## src/rtl/assert_macros.svh

```systemverilog
// assertion macros shared by the key sorter modules
`ifndef ASSERT_MACROS_SVH
`define ASSERT_MACROS_SVH

`ifndef SYNTHESIS
// property that holds at every clock edge out of reset
`define KS_ASSERT(lbl, clk, rstn, prop, msg) \
  lbl: assert property (@(posedge clk) disable iff (!rstn) (prop)) else $error(msg);
// antecedent in this cycle implies consequent in the next
`define KS_ASSERT_NEXT(lbl, clk, rstn, ante, cons, msg) \
  lbl: assert property (@(posedge clk) disable iff (!rstn) (ante) |=> (cons)) else $error(msg);
`else
`define KS_ASSERT(lbl, clk, rstn, prop, msg)
`define KS_ASSERT_NEXT(lbl, clk, rstn, ante, cons, msg)
`endif

`endif

```

## src/rtl/ks_pkg.sv

```systemverilog
// types and constants of the key sorter
package ks_pkg;

  localparam int KEY_BITS_DEF  = 32;
  localparam int MAX_ITEMS_DEF = 32;
  localparam int CFG_IDX_W     = 2;
  localparam int CFG_DATA_W    = 1;

  localparam logic [CFG_IDX_W-1:0] REG_DESCENDING  = 2'd0;
  localparam logic [CFG_IDX_W-1:0] REG_SIGNED_KEYS = 2'd1;

  typedef struct packed {
    logic [31:0] key;
    logic        last;
  } in_word_t;

  typedef struct packed {
    logic [31:0] sorted_key;
    logic        end_of_run;
    logic        dropped_items;
  } out_word_t;

  typedef enum logic [1:0] {
    ST_LOAD,
    ST_SORT,
    ST_DRAIN
  } ks_state_t;

  typedef enum logic [1:0] {
    CELL_HOLD,
    CELL_LOAD,
    CELL_SORT,
    CELL_DRAIN
  } cell_op_t;

  typedef struct packed {
    cell_op_t op;
    logic     phase;
    logic     descending;
    logic     signed_keys;
  } cell_ctrl_t;

endpackage

```

## src/rtl/key_sorter_unit.sv

```systemverilog
// key sorter top level: chain of sorting cells with its sequencer and output register
//
// input channel (in_valid, in_stall, in_data): one key per word; the word with
// last set closes the set. keys are accepted one per cycle while loading; once
// MAX_ITEMS keys are held, further keys of the set are dropped and flagged.
// after the closing word the chain runs count odd-even transposition rounds,
// one per cycle, then the sorted keys leave through out_valid, out_stall and
// out_data, one per cycle while not stalled, lowest order value first;
// end_of_run marks the last key and dropped_items is set on every key of a
// set that lost keys. the sort length is set by the neighbor-exchange rounds
// of the cell chain. the first sorted key is valid once the sort rounds have
// ended and the first drain step has moved cell 0 into the output register.
// in_stall stays high from the closing word until the last key of the run
// has moved into the output register.
// a stalled receiver holds the output register and freezes the drain shift.
// configuration (cfg_valid, cfg_ready, cfg_index, cfg_data) is always ready;
// the order in force when the closing word arrives decides the whole run.
// reset (rst_n low, synchronous) empties the set, clears the overflow flag
// and out_valid, and selects unsigned ascending order.
`include "assert_macros.svh"
module key_sorter_unit import ks_pkg::*; #(
  parameter int KEY_BITS  = KEY_BITS_DEF,
  parameter int MAX_ITEMS = MAX_ITEMS_DEF
) (
  input  logic                  clk,
  input  logic                  rst_n,
  // input channel
  input  logic                  in_valid,
  output logic                  in_stall,
  input  in_word_t              in_data,
  // result channel
  output logic                  out_valid,
  input  logic                  out_stall,
  output out_word_t             out_data,
  // configuration port
  input  logic                  cfg_valid,
  output logic                  cfg_ready,
  input  logic [CFG_IDX_W-1:0]  cfg_index,
  input  logic [CFG_DATA_W-1:0] cfg_data
);

  localparam int CNT_W = $clog2(MAX_ITEMS + 1);

  // configuration registers
  logic desc_r, desc_nxt;
  logic sgn_r, sgn_nxt;

  // handshakes
  logic in_fire;
  logic out_free;
  logic drain_fire;
  logic drain_last;
  logic overflow;

  cell_ctrl_t       cell_ctrl;
  logic [CNT_W-1:0] count;

  // chain wiring
  logic [KEY_BITS-1:0] cell_key [MAX_ITEMS];
  logic                cell_swap [MAX_ITEMS];
  logic [KEY_BITS+31:0] key_in_wide;
  logic [KEY_BITS-1:0]  key_in;
  logic [KEY_BITS+31:0] key_out_wide;

  // output register
  logic      out_valid_r, out_valid_nxt;
  out_word_t out_word_r, out_word_nxt;

  assign cfg_ready = 1'b1;

  always_comb begin
    desc_nxt = desc_r;
    sgn_nxt  = sgn_r;
    if (cfg_valid) begin
      unique case (cfg_index)
        REG_DESCENDING:  desc_nxt = cfg_data[0];
        REG_SIGNED_KEYS: sgn_nxt  = cfg_data[0];
        default: begin
          // writes beyond the register list are ignored
          desc_nxt = desc_r;
          sgn_nxt  = sgn_r;
        end
      endcase
    end
  end

  always_ff @(posedge clk) begin
    if (!rst_n) begin
      desc_r <= 1'b0;
      sgn_r  <= 1'b0;
    end else begin
      desc_r <= desc_nxt;
      sgn_r  <= sgn_nxt;
    end
  end

  assign in_fire  = in_valid && !in_stall;
  assign out_free = !out_valid_r || !out_stall;

  // keep only the low KEY_BITS bits of the incoming key
  assign key_in_wide = {{KEY_BITS{1'b0}}, in_data.key};
  assign key_in      = key_in_wide[KEY_BITS-1:0];

  ks_ctrl #(
    .MAX_ITEMS(MAX_ITEMS)
  ) u_ctrl (
    .clk            (clk),
    .rst_n          (rst_n),
    .in_fire        (in_fire),
    .in_last        (in_data.last),
    .cfg_descending (desc_r),
    .cfg_signed_keys(sgn_r),
    .out_free       (out_free),
    .cell_ctrl      (cell_ctrl),
    .count          (count),
    .in_stall       (in_stall),
    .drain_fire     (drain_fire),
    .drain_last     (drain_last),
    .overflow       (overflow)
  );

  // new keys enter at cell 0 and push the chain up; the drain pulls it down
  for (genvar i = 0; i < MAX_ITEMS; i++) begin : g_cell
    logic [KEY_BITS-1:0] left_key;
    logic [KEY_BITS-1:0] right_key;
    logic                swap_left;

    if (i == 0) begin : g_first
      assign left_key  = key_in;
      assign swap_left = 1'b0;
    end else begin : g_inner
      assign left_key  = cell_key[i-1];
      assign swap_left = cell_swap[i-1];
    end

    if (i == MAX_ITEMS - 1) begin : g_top
      assign right_key = '0;
    end else begin : g_below
      assign right_key = cell_key[i+1];
    end

    ks_cell #(
      .KEY_BITS (KEY_BITS),
      .MAX_ITEMS(MAX_ITEMS),
      .IDX      (i)
    ) u_cell (
      .clk      (clk),
      .ctrl     (cell_ctrl),
      .count    (count),
      .left_key (left_key),
      .right_key(right_key),
      .swap_in  (swap_left),
      .key_o    (cell_key[i]),
      .swap_o   (cell_swap[i])
    );
  end

  // during the drain, cell 0 holds the next key of the sorted run
  assign key_out_wide = {32'b0, cell_key[0]};

  always_comb begin
    out_valid_nxt = out_valid_r;
    out_word_nxt  = out_word_r;
    if (drain_fire) begin
      out_valid_nxt              = 1'b1;
      out_word_nxt.sorted_key    = key_out_wide[31:0];
      out_word_nxt.end_of_run    = drain_last;
      out_word_nxt.dropped_items = overflow;
    end else if (!out_stall) begin
      out_valid_nxt = 1'b0;
    end
  end

  always_ff @(posedge clk) begin
    if (!rst_n) begin
      out_valid_r <= 1'b0;
    end else begin
      out_valid_r <= out_valid_nxt;
    end
  end

  always_ff @(posedge clk) begin
    out_word_r <= out_word_nxt;
  end

  assign out_valid = out_valid_r;
  assign out_data  = out_word_r;

endmodule

```

## src/rtl/ks_cell.sv

```systemverilog
// one cell of the sorting chain: holds a key, shifts or compare-exchanges with neighbors
module ks_cell import ks_pkg::*; #(
  parameter int KEY_BITS  = KEY_BITS_DEF,
  parameter int MAX_ITEMS = MAX_ITEMS_DEF,
  parameter int IDX       = 0,
  localparam int CNT_W    = $clog2(MAX_ITEMS + 1)
) (
  input  logic                clk,
  input  cell_ctrl_t          ctrl,
  input  logic [CNT_W-1:0]    count,
  input  logic [KEY_BITS-1:0] left_key,
  input  logic [KEY_BITS-1:0] right_key,
  input  logic                swap_in,
  output logic [KEY_BITS-1:0] key_o,
  output logic                swap_o
);

  localparam logic [KEY_BITS-1:0] MSB     = KEY_BITS'(1) << (KEY_BITS - 1);
  localparam logic                IDX_ODD = ((IDX % 2) == 1);
  localparam logic [CNT_W-1:0]    IDX_P1  = CNT_W'(IDX + 1);

  logic [KEY_BITS-1:0] key_r, key_nxt;
  logic [KEY_BITS-1:0] self_ov, right_ov, flip;
  logic                lower_en;

  // map to a value whose unsigned order is the selected order
  assign flip     = (ctrl.signed_keys ? MSB : '0) ^ {KEY_BITS{ctrl.descending}};
  assign self_ov  = key_r ^ flip;
  assign right_ov = right_key ^ flip;

  // this cell is the lower one of an active pair
  assign lower_en = (ctrl.phase == IDX_ODD) && (count > IDX_P1);
  assign swap_o   = (ctrl.op == CELL_SORT) && lower_en && (self_ov > right_ov);

  always_comb begin
    unique case (ctrl.op)
      CELL_LOAD:  key_nxt = left_key;
      CELL_DRAIN: key_nxt = right_key;
      CELL_SORT: begin
        if (swap_o) begin
          key_nxt = right_key;
        end else if (swap_in) begin
          key_nxt = left_key;
        end else begin
          key_nxt = key_r;
        end
      end
      default:    key_nxt = key_r;
    endcase
  end

  always_ff @(posedge clk) begin
    key_r <= key_nxt;
  end

  assign key_o = key_r;

endmodule

```

## src/rtl/ks_ctrl.sv

```systemverilog
// sequencer of the key sorter: load, odd-even sort rounds, drain
`include "assert_macros.svh"
module ks_ctrl import ks_pkg::*; #(
  parameter int MAX_ITEMS = MAX_ITEMS_DEF,
  localparam int CNT_W    = $clog2(MAX_ITEMS + 1)
) (
  input  logic             clk,
  input  logic             rst_n,
  input  logic             in_fire,
  input  logic             in_last,
  input  logic             cfg_descending,
  input  logic             cfg_signed_keys,
  input  logic             out_free,
  output cell_ctrl_t       cell_ctrl,
  output logic [CNT_W-1:0] count,
  output logic             in_stall,
  output logic             drain_fire,
  output logic             drain_last,
  output logic             overflow
);

  localparam logic [CNT_W-1:0] CNT_MAX = CNT_W'(MAX_ITEMS);
  localparam logic [CNT_W-1:0] CNT_ONE = CNT_W'(1);

  ks_state_t        state_r, state_nxt;
  logic [CNT_W-1:0] count_r, count_nxt;
  logic [CNT_W-1:0] round_r, round_nxt;
  logic             ovf_r, ovf_nxt;
  logic             desc_r, desc_nxt;
  logic             sgn_r, sgn_nxt;
  logic             full;
  logic             sort_done;

  assign full      = (count_r == CNT_MAX);
  assign sort_done = (round_r == count_r - CNT_ONE);

  // next state
  always_comb begin
    state_nxt = state_r;
    unique case (state_r)
      ST_LOAD: begin
        if (in_fire && in_last) begin
          state_nxt = ST_SORT;
        end
      end
      ST_SORT: begin
        if (sort_done) begin
          state_nxt = ST_DRAIN;
        end
      end
      ST_DRAIN: begin
        if (drain_fire && drain_last) begin
          state_nxt = ST_LOAD;
        end
      end
      default: state_nxt = ST_LOAD;
    endcase
  end

  // outputs
  always_comb begin
    cell_ctrl.op          = CELL_HOLD;
    cell_ctrl.phase       = round_r[0];
    cell_ctrl.descending  = desc_r;
    cell_ctrl.signed_keys = sgn_r;
    in_stall              = 1'b1;
    drain_fire            = 1'b0;
    unique case (state_r)
      ST_LOAD: begin
        in_stall = 1'b0;
        if (in_fire && !full) begin
          cell_ctrl.op = CELL_LOAD;
        end
      end
      ST_SORT: cell_ctrl.op = CELL_SORT;
      ST_DRAIN: begin
        if (out_free) begin
          cell_ctrl.op = CELL_DRAIN;
          drain_fire   = 1'b1;
        end
      end
      default: cell_ctrl.op = CELL_HOLD;
    endcase
  end

  assign drain_last = (count_r == CNT_ONE);
  assign count      = count_r;
  assign overflow   = ovf_r;

  // counters and latched order
  always_comb begin
    count_nxt = count_r;
    round_nxt = round_r;
    ovf_nxt   = ovf_r;
    desc_nxt  = desc_r;
    sgn_nxt   = sgn_r;
    if (cell_ctrl.op == CELL_LOAD) begin
      count_nxt = count_r + CNT_ONE;
    end else if (drain_fire) begin
      count_nxt = count_r - CNT_ONE;
    end
    if (state_r == ST_LOAD && in_fire && full) begin
      ovf_nxt = 1'b1;
    end else if (drain_fire && drain_last) begin
      ovf_nxt = 1'b0;
    end
    if (state_r == ST_SORT) begin
      round_nxt = round_r + CNT_ONE;
    end else begin
      round_nxt = '0;
    end
    if (state_r == ST_LOAD && in_fire && in_last) begin
      desc_nxt = cfg_descending;
      sgn_nxt  = cfg_signed_keys;
    end
  end

  always_ff @(posedge clk) begin
    if (!rst_n) begin
      state_r <= ST_LOAD;
      count_r <= '0;
      round_r <= '0;
      ovf_r   <= 1'b0;
      desc_r  <= 1'b0;
      sgn_r   <= 1'b0;
    end else begin
      state_r <= state_nxt;
      count_r <= count_nxt;
      round_r <= round_nxt;
      ovf_r   <= ovf_nxt;
      desc_r  <= desc_nxt;
      sgn_r   <= sgn_nxt;
    end
  end

  `KS_ASSERT(a_count_bound, clk, rst_n, count_r <= CNT_MAX, "item count above capacity")
  `KS_ASSERT(a_nonempty_run, clk, rst_n, (state_r == ST_LOAD) || (count_r != '0), "sort or drain with empty chain")
  `KS_ASSERT_NEXT(a_run_closes, clk, rst_n, drain_fire && drain_last, (state_r == ST_LOAD) && (count_r == '0) && !ovf_r, "run did not return to an empty set")
  `KS_ASSERT_NEXT(a_sort_to_drain, clk, rst_n, (state_r == ST_SORT) && sort_done, state_r == ST_DRAIN, "sort rounds did not end in drain")

endmodule
```

## config.mk

```make
export PLATFORM = sky130hd
export DESIGN_NAME = key_sorter_unit
export DESIGN_NICKNAME = d
export VERILOG_FILES = /design/src/rtl/ks_pkg.sv /design/src/rtl/key_sorter_unit.sv /design/src/rtl/ks_cell.sv /design/src/rtl/ks_ctrl.sv
export VERILOG_INCLUDE_DIRS = /design/src /design/src/rtl
export SDC_FILE = /design/constraint.sdc
export NUM_CORES = 2
export LEC_CHECK = 0
export BUFFER_PORTS_ARGS = -buffer_cell sky130_fd_sc_hd__buf_2
export CAP_MARGIN = 20
export CORE_ASPECT_RATIO = 1.75
export CORE_MARGIN = 4
export CORE_UTILIZATION = 30
export DETAILED_ROUTE_END_ITERATION = 8
export PLACE_DENSITY = 0.52
export SLEW_MARGIN = 20
export SYNTH_ARGS = -nofsm -noshare
export SYNTH_HDL_FRONTEND = slang
export SYNTH_SLANG_ARGS = --single-unit
```

## constraint.sdc

```tcl
create_clock -name clk -period 6.6 [get_ports clk]
set_input_delay 0.33 -clock clk [delete_from_list [all_inputs] [get_ports clk]]
set_output_delay 0.33 -clock clk [all_outputs]
set_load 0.01 [all_outputs]
```

==> impl_metrics.py <==
metrics = {
    "worst_setup_path": {
        "path_cells": "buf_16 -> buf_12 -> buf_12 -> xor2_1 -> ha_1 -> a21o_1 -> a21o_1 -> a21oi_1 -> o21ai_0 -> a221oi_1 -> o221ai_1 -> o21ai_0 -> and2_1 -> buf_4 -> mux2_2",
        "timing.critical_path.arrival_ns": 6.03,
        "crit_type": "flip-flop to flip-flop",
        "crit_path_max_fanout": 62,
        "cp_slowest_cell": "dfxtp_4",
        "cpPeakStageDelay_ns": 0.63,
        "required_ns": 7.09,
        "cp-start-kind": "flip-flop",
        "end_kind": "flip-flop",
    },
    "global_routing": {
        "grt_pass1_vias": 66500,
        "met1_usage_pct": 17.7,
        "grt_max_degree": 104,
        "gr-usage-met3_pct": 1.79,
        "grt_pass1_wl_um": 417000,
        "met2_usage_pct": 38.3,
        "busiest_layer": "met2",
        "overflow": 0,
        "grt_usage_pct": 18.8,
        "antenna_found_initial": 8,
    },
    "synthesis": {
        "syn_inst": 8197,
        "synthFlopType": "edfxtp_1",
        "yosys.cell_types.count": 95,
        "synthTopCellsByCount": "edfxtp_1, mux2_2, inv_1, xor2_1, ha_1",
        "synthDominantCellAreaShare_pct": 37.8,
        "seq_area_frac_synth_pct": 38.3,
        "yosys.area.top_type": "edfxtp_1",
        "synth.most_common_cell": "edfxtp_1",
        "synth_edf_count": 1058,
        "synth_warnings": 0,
        "syn_nets": 8684,
        "synth_area_sq_um": 84000,
        "synth_seq_cells": 1078,
        "synthTopCellsByArea": "edfxtp_1, mux2_2, ha_1, xor2_1, maj3_1",
        "synth_area_per_cell_sq_um": 10.3,
        "async_flop_share_pct": 0,
    },
    "timing": {
        "drv_slew": 0,
        "grt_setup_unrepaired": "false",
        "max_freq_ghz": 0.180,
        "fin_crit_sh_pct": 84.0,
        "fin_crit_ns": 5.55,
        "slew_headroom_pct": 25.6,
        "worstMarginPinSlew_ns": 1.11,
        "report.final.hold_viol_count": 0,
        "finalClockSkew_ns": 0.0681,
        "setup_violations": 0,
    },
    "power": {
        "power.density_nw_per_um2": 353,
        "power_w": 0.0328,
        "peakVddDrop_mv": 0.236,
        "p_leak_nw": 36.4,
    },
    "detailed_routing": {
        "via_per_inst": 5.35,
        "wl_um": 282000,
        "first_iter_violations": 3798,
        "drt-pass1-iter-count": 5,
        "vias": 63300,
        "ant_nets": 0,
        "avgRoutedWirePerCell_um": 23.9,
        "drc": 0,
    },
    "placement": {
        "io_buffers": 76,
        "dpl_cell_area_sq_um": 88800,
        "gp_congestion": 0.879,
        "hpwlAfterDp_um": 223000,
    },
    "clocking": {
        "clk_latency_ns": 0.80,
        "cts.sinks": 1078,
        "clockBufferDepth": 3,
        "cts_tree": "done",
        "numCtsBuffers": 116,
        "clk_pin_slew_worst_paths_ns": 0.06,
        "h-tree-depth": 3,
        "cts-root-buf": "clkbuf_16",
        "cts_resized": 0,
    },
    "die": {
        "start_util_pct": 30.2,
        "fp.dieW_um": 408,
        "design.portCount": 78,
        "die_area_sq_um": 289000,
        "core_sq_um": 278000,
        "rows": 256,
        "dieHeight_um": 708,
    },
    "layout": {
        "syn_to_final_growth_pct": 10.7,
        "nets": 8602,
        "fillers": 28000,
        "post-route-cell-area_sq_um": 93000,
        "drive_gt1_share_pct": 14.3,
        "post-route-util_pct": 33.4,
    },
    "min_path": {
        "hp-class": "input port to flip-flop",
    },
    "outcome": {
        "status": "finished clean",
    },
    "job": {
        "maxCapViolCount": 0,
    },
}
==> final cells by class <==
type	instances	area, sq um	area share, %
clock buffer	149	3120	3.35
sequential	1078	32200	34.6
inverter	687	2590	2.78
clock inverter	68	717	0.771
tap	3612	4520	4.86
antenna	2	5.00	0.00538
multi-input combinational	5970	47700	51.3
timing repair buffer	262	2160	2.32
==> final timing paths <==
kind / from / end / depth (start not counted) / slack [ns]
max: u_ctrl.desc_r / g_cell[22].u_cell.key_o[10] / 15 / 1.05
min: rst_n / u_ctrl.desc_r / 2 / 0.03
max reg2reg: u_ctrl.desc_r / g_cell[22].u_cell.key_o[10] / 15 / 1.05
min reg2reg: u_ctrl.overflow / out_data[0] / 0 / 0.46
==> repair_timing <==
item | 4_1_cts | 5_1_grt
hold buffers | 36 | 0
setup buffers | 0 | 0
endpoints found under the hold margin | 34 | 0
==> registers in the layout (all words and copies together) (netlist names) <==
register / count
u_ctrl.sgn_r: 1
u_ctrl.count: 6
u_ctrl.state_r: 2
u_ctrl.desc_r: 1
out_valid: 1
u_ctrl.round_r: 6
out_data: 34
sgn_r: 1
u_ctrl.overflow: 1
g_cell.u_cell.key_o: 1024
desc_r: 1
==> logic make-up after synthesis <==
group | after synthesis | synth area share (%)
adder cells (fa/ha/maj) | 803 | 10.9
multiplexers | 965 | 12.6
AND/OR/NAND/NOR | 1970 | 12.8
AO/OA/AOI/OAI | 1316 | 10.5
XOR/XNOR | 915 | 9.54
flip-flops | 1078 | 38.3
other | 1 | 0.00446
buffers and inverters | 1149 | 5.40
==> routing by layer <==
| layer | share of wire [%] | routed length (um) | vias up |
|---|---|---|---|
| met1 | 34 | 95700 | 31500 |
| met3 | 3.0 | 8460 | 689 |
| met4 | 6.9 | 19500 | 0 |
| met2 | 56 | 159000 | 1508 |
| met5 | 0 | 0 | - |
| li1 | - | - | 29600 |
==> cell usage in the layout (no fill, tap or decap), drive strengths merged, types with 19 or more instances in the layout <==
cell type and count:
or4 27, o22ai 46, o211ai 88, mux2 741, nor2 317, o221ai 19, and3 28, nand2 323
and2 55, buf 226, o31ai 64, xnor2 341, a211oi 76, nand4 160, o21a 27, clkinv 55
nor2b 306, dlygate4sd3 36, o2111ai 27, a221oi 20, a21oi 294, maj3 357, edfxtp 1058, o21ai 252
a31oi 46, ha 446, mux2i 224, or3 23, xor2 574, a21o 140, clkbuf 149, nand3 129
nor4 102, a211o 19, nand2b 321, dfxtp 20, inv 688, a2111oi 39, nor3 82
==> worst max-delay path: cells and delay by family, from the launching register on <==
| kind | cells | cell delay, ns |
|---|---|---|
| XOR/XNOR | 1 | 0.25 |
| adder cells (fa/ha/maj) | 1 | 0.29 |
| AO/OA/AOI/OAI | 7 | 2.05 |
| buffers and inverters | 4 | 1.32 |
| multiplexers | 1 | 0.40 |
| AND/OR/NAND/NOR | 1 | 0.22 |
| flip-flops | 1 | 0.63 |
==> power breakdown <==
| group | leakage (nW) | total, W | internal, W | switching, W |
|---|---|---|---|---|
| logic | 24.1 | 0.0125 | 0.00573 | 0.00678 |
| registers | 10.4 | 0.0135 | 0.0102 | 0.00332 |
| clock network | 1.87 | 0.00678 | 0.00367 | 0.00311 |
==> metrics by stage <==
step	worst slack [ns]	setup TNS, ns	hold WS [ns]	instances
finish	1.05	0	0.0327	11800
global route	0.829	0	0.0131	11800
CTS	0.742	0	0.00113	11800
floorplan	-0.315	-20.18	0.409	8197
detailed placement	0.818	0	0.434	11600
global placement	0.850	0	0.437	11600
(Power assumes the default switching activity.)
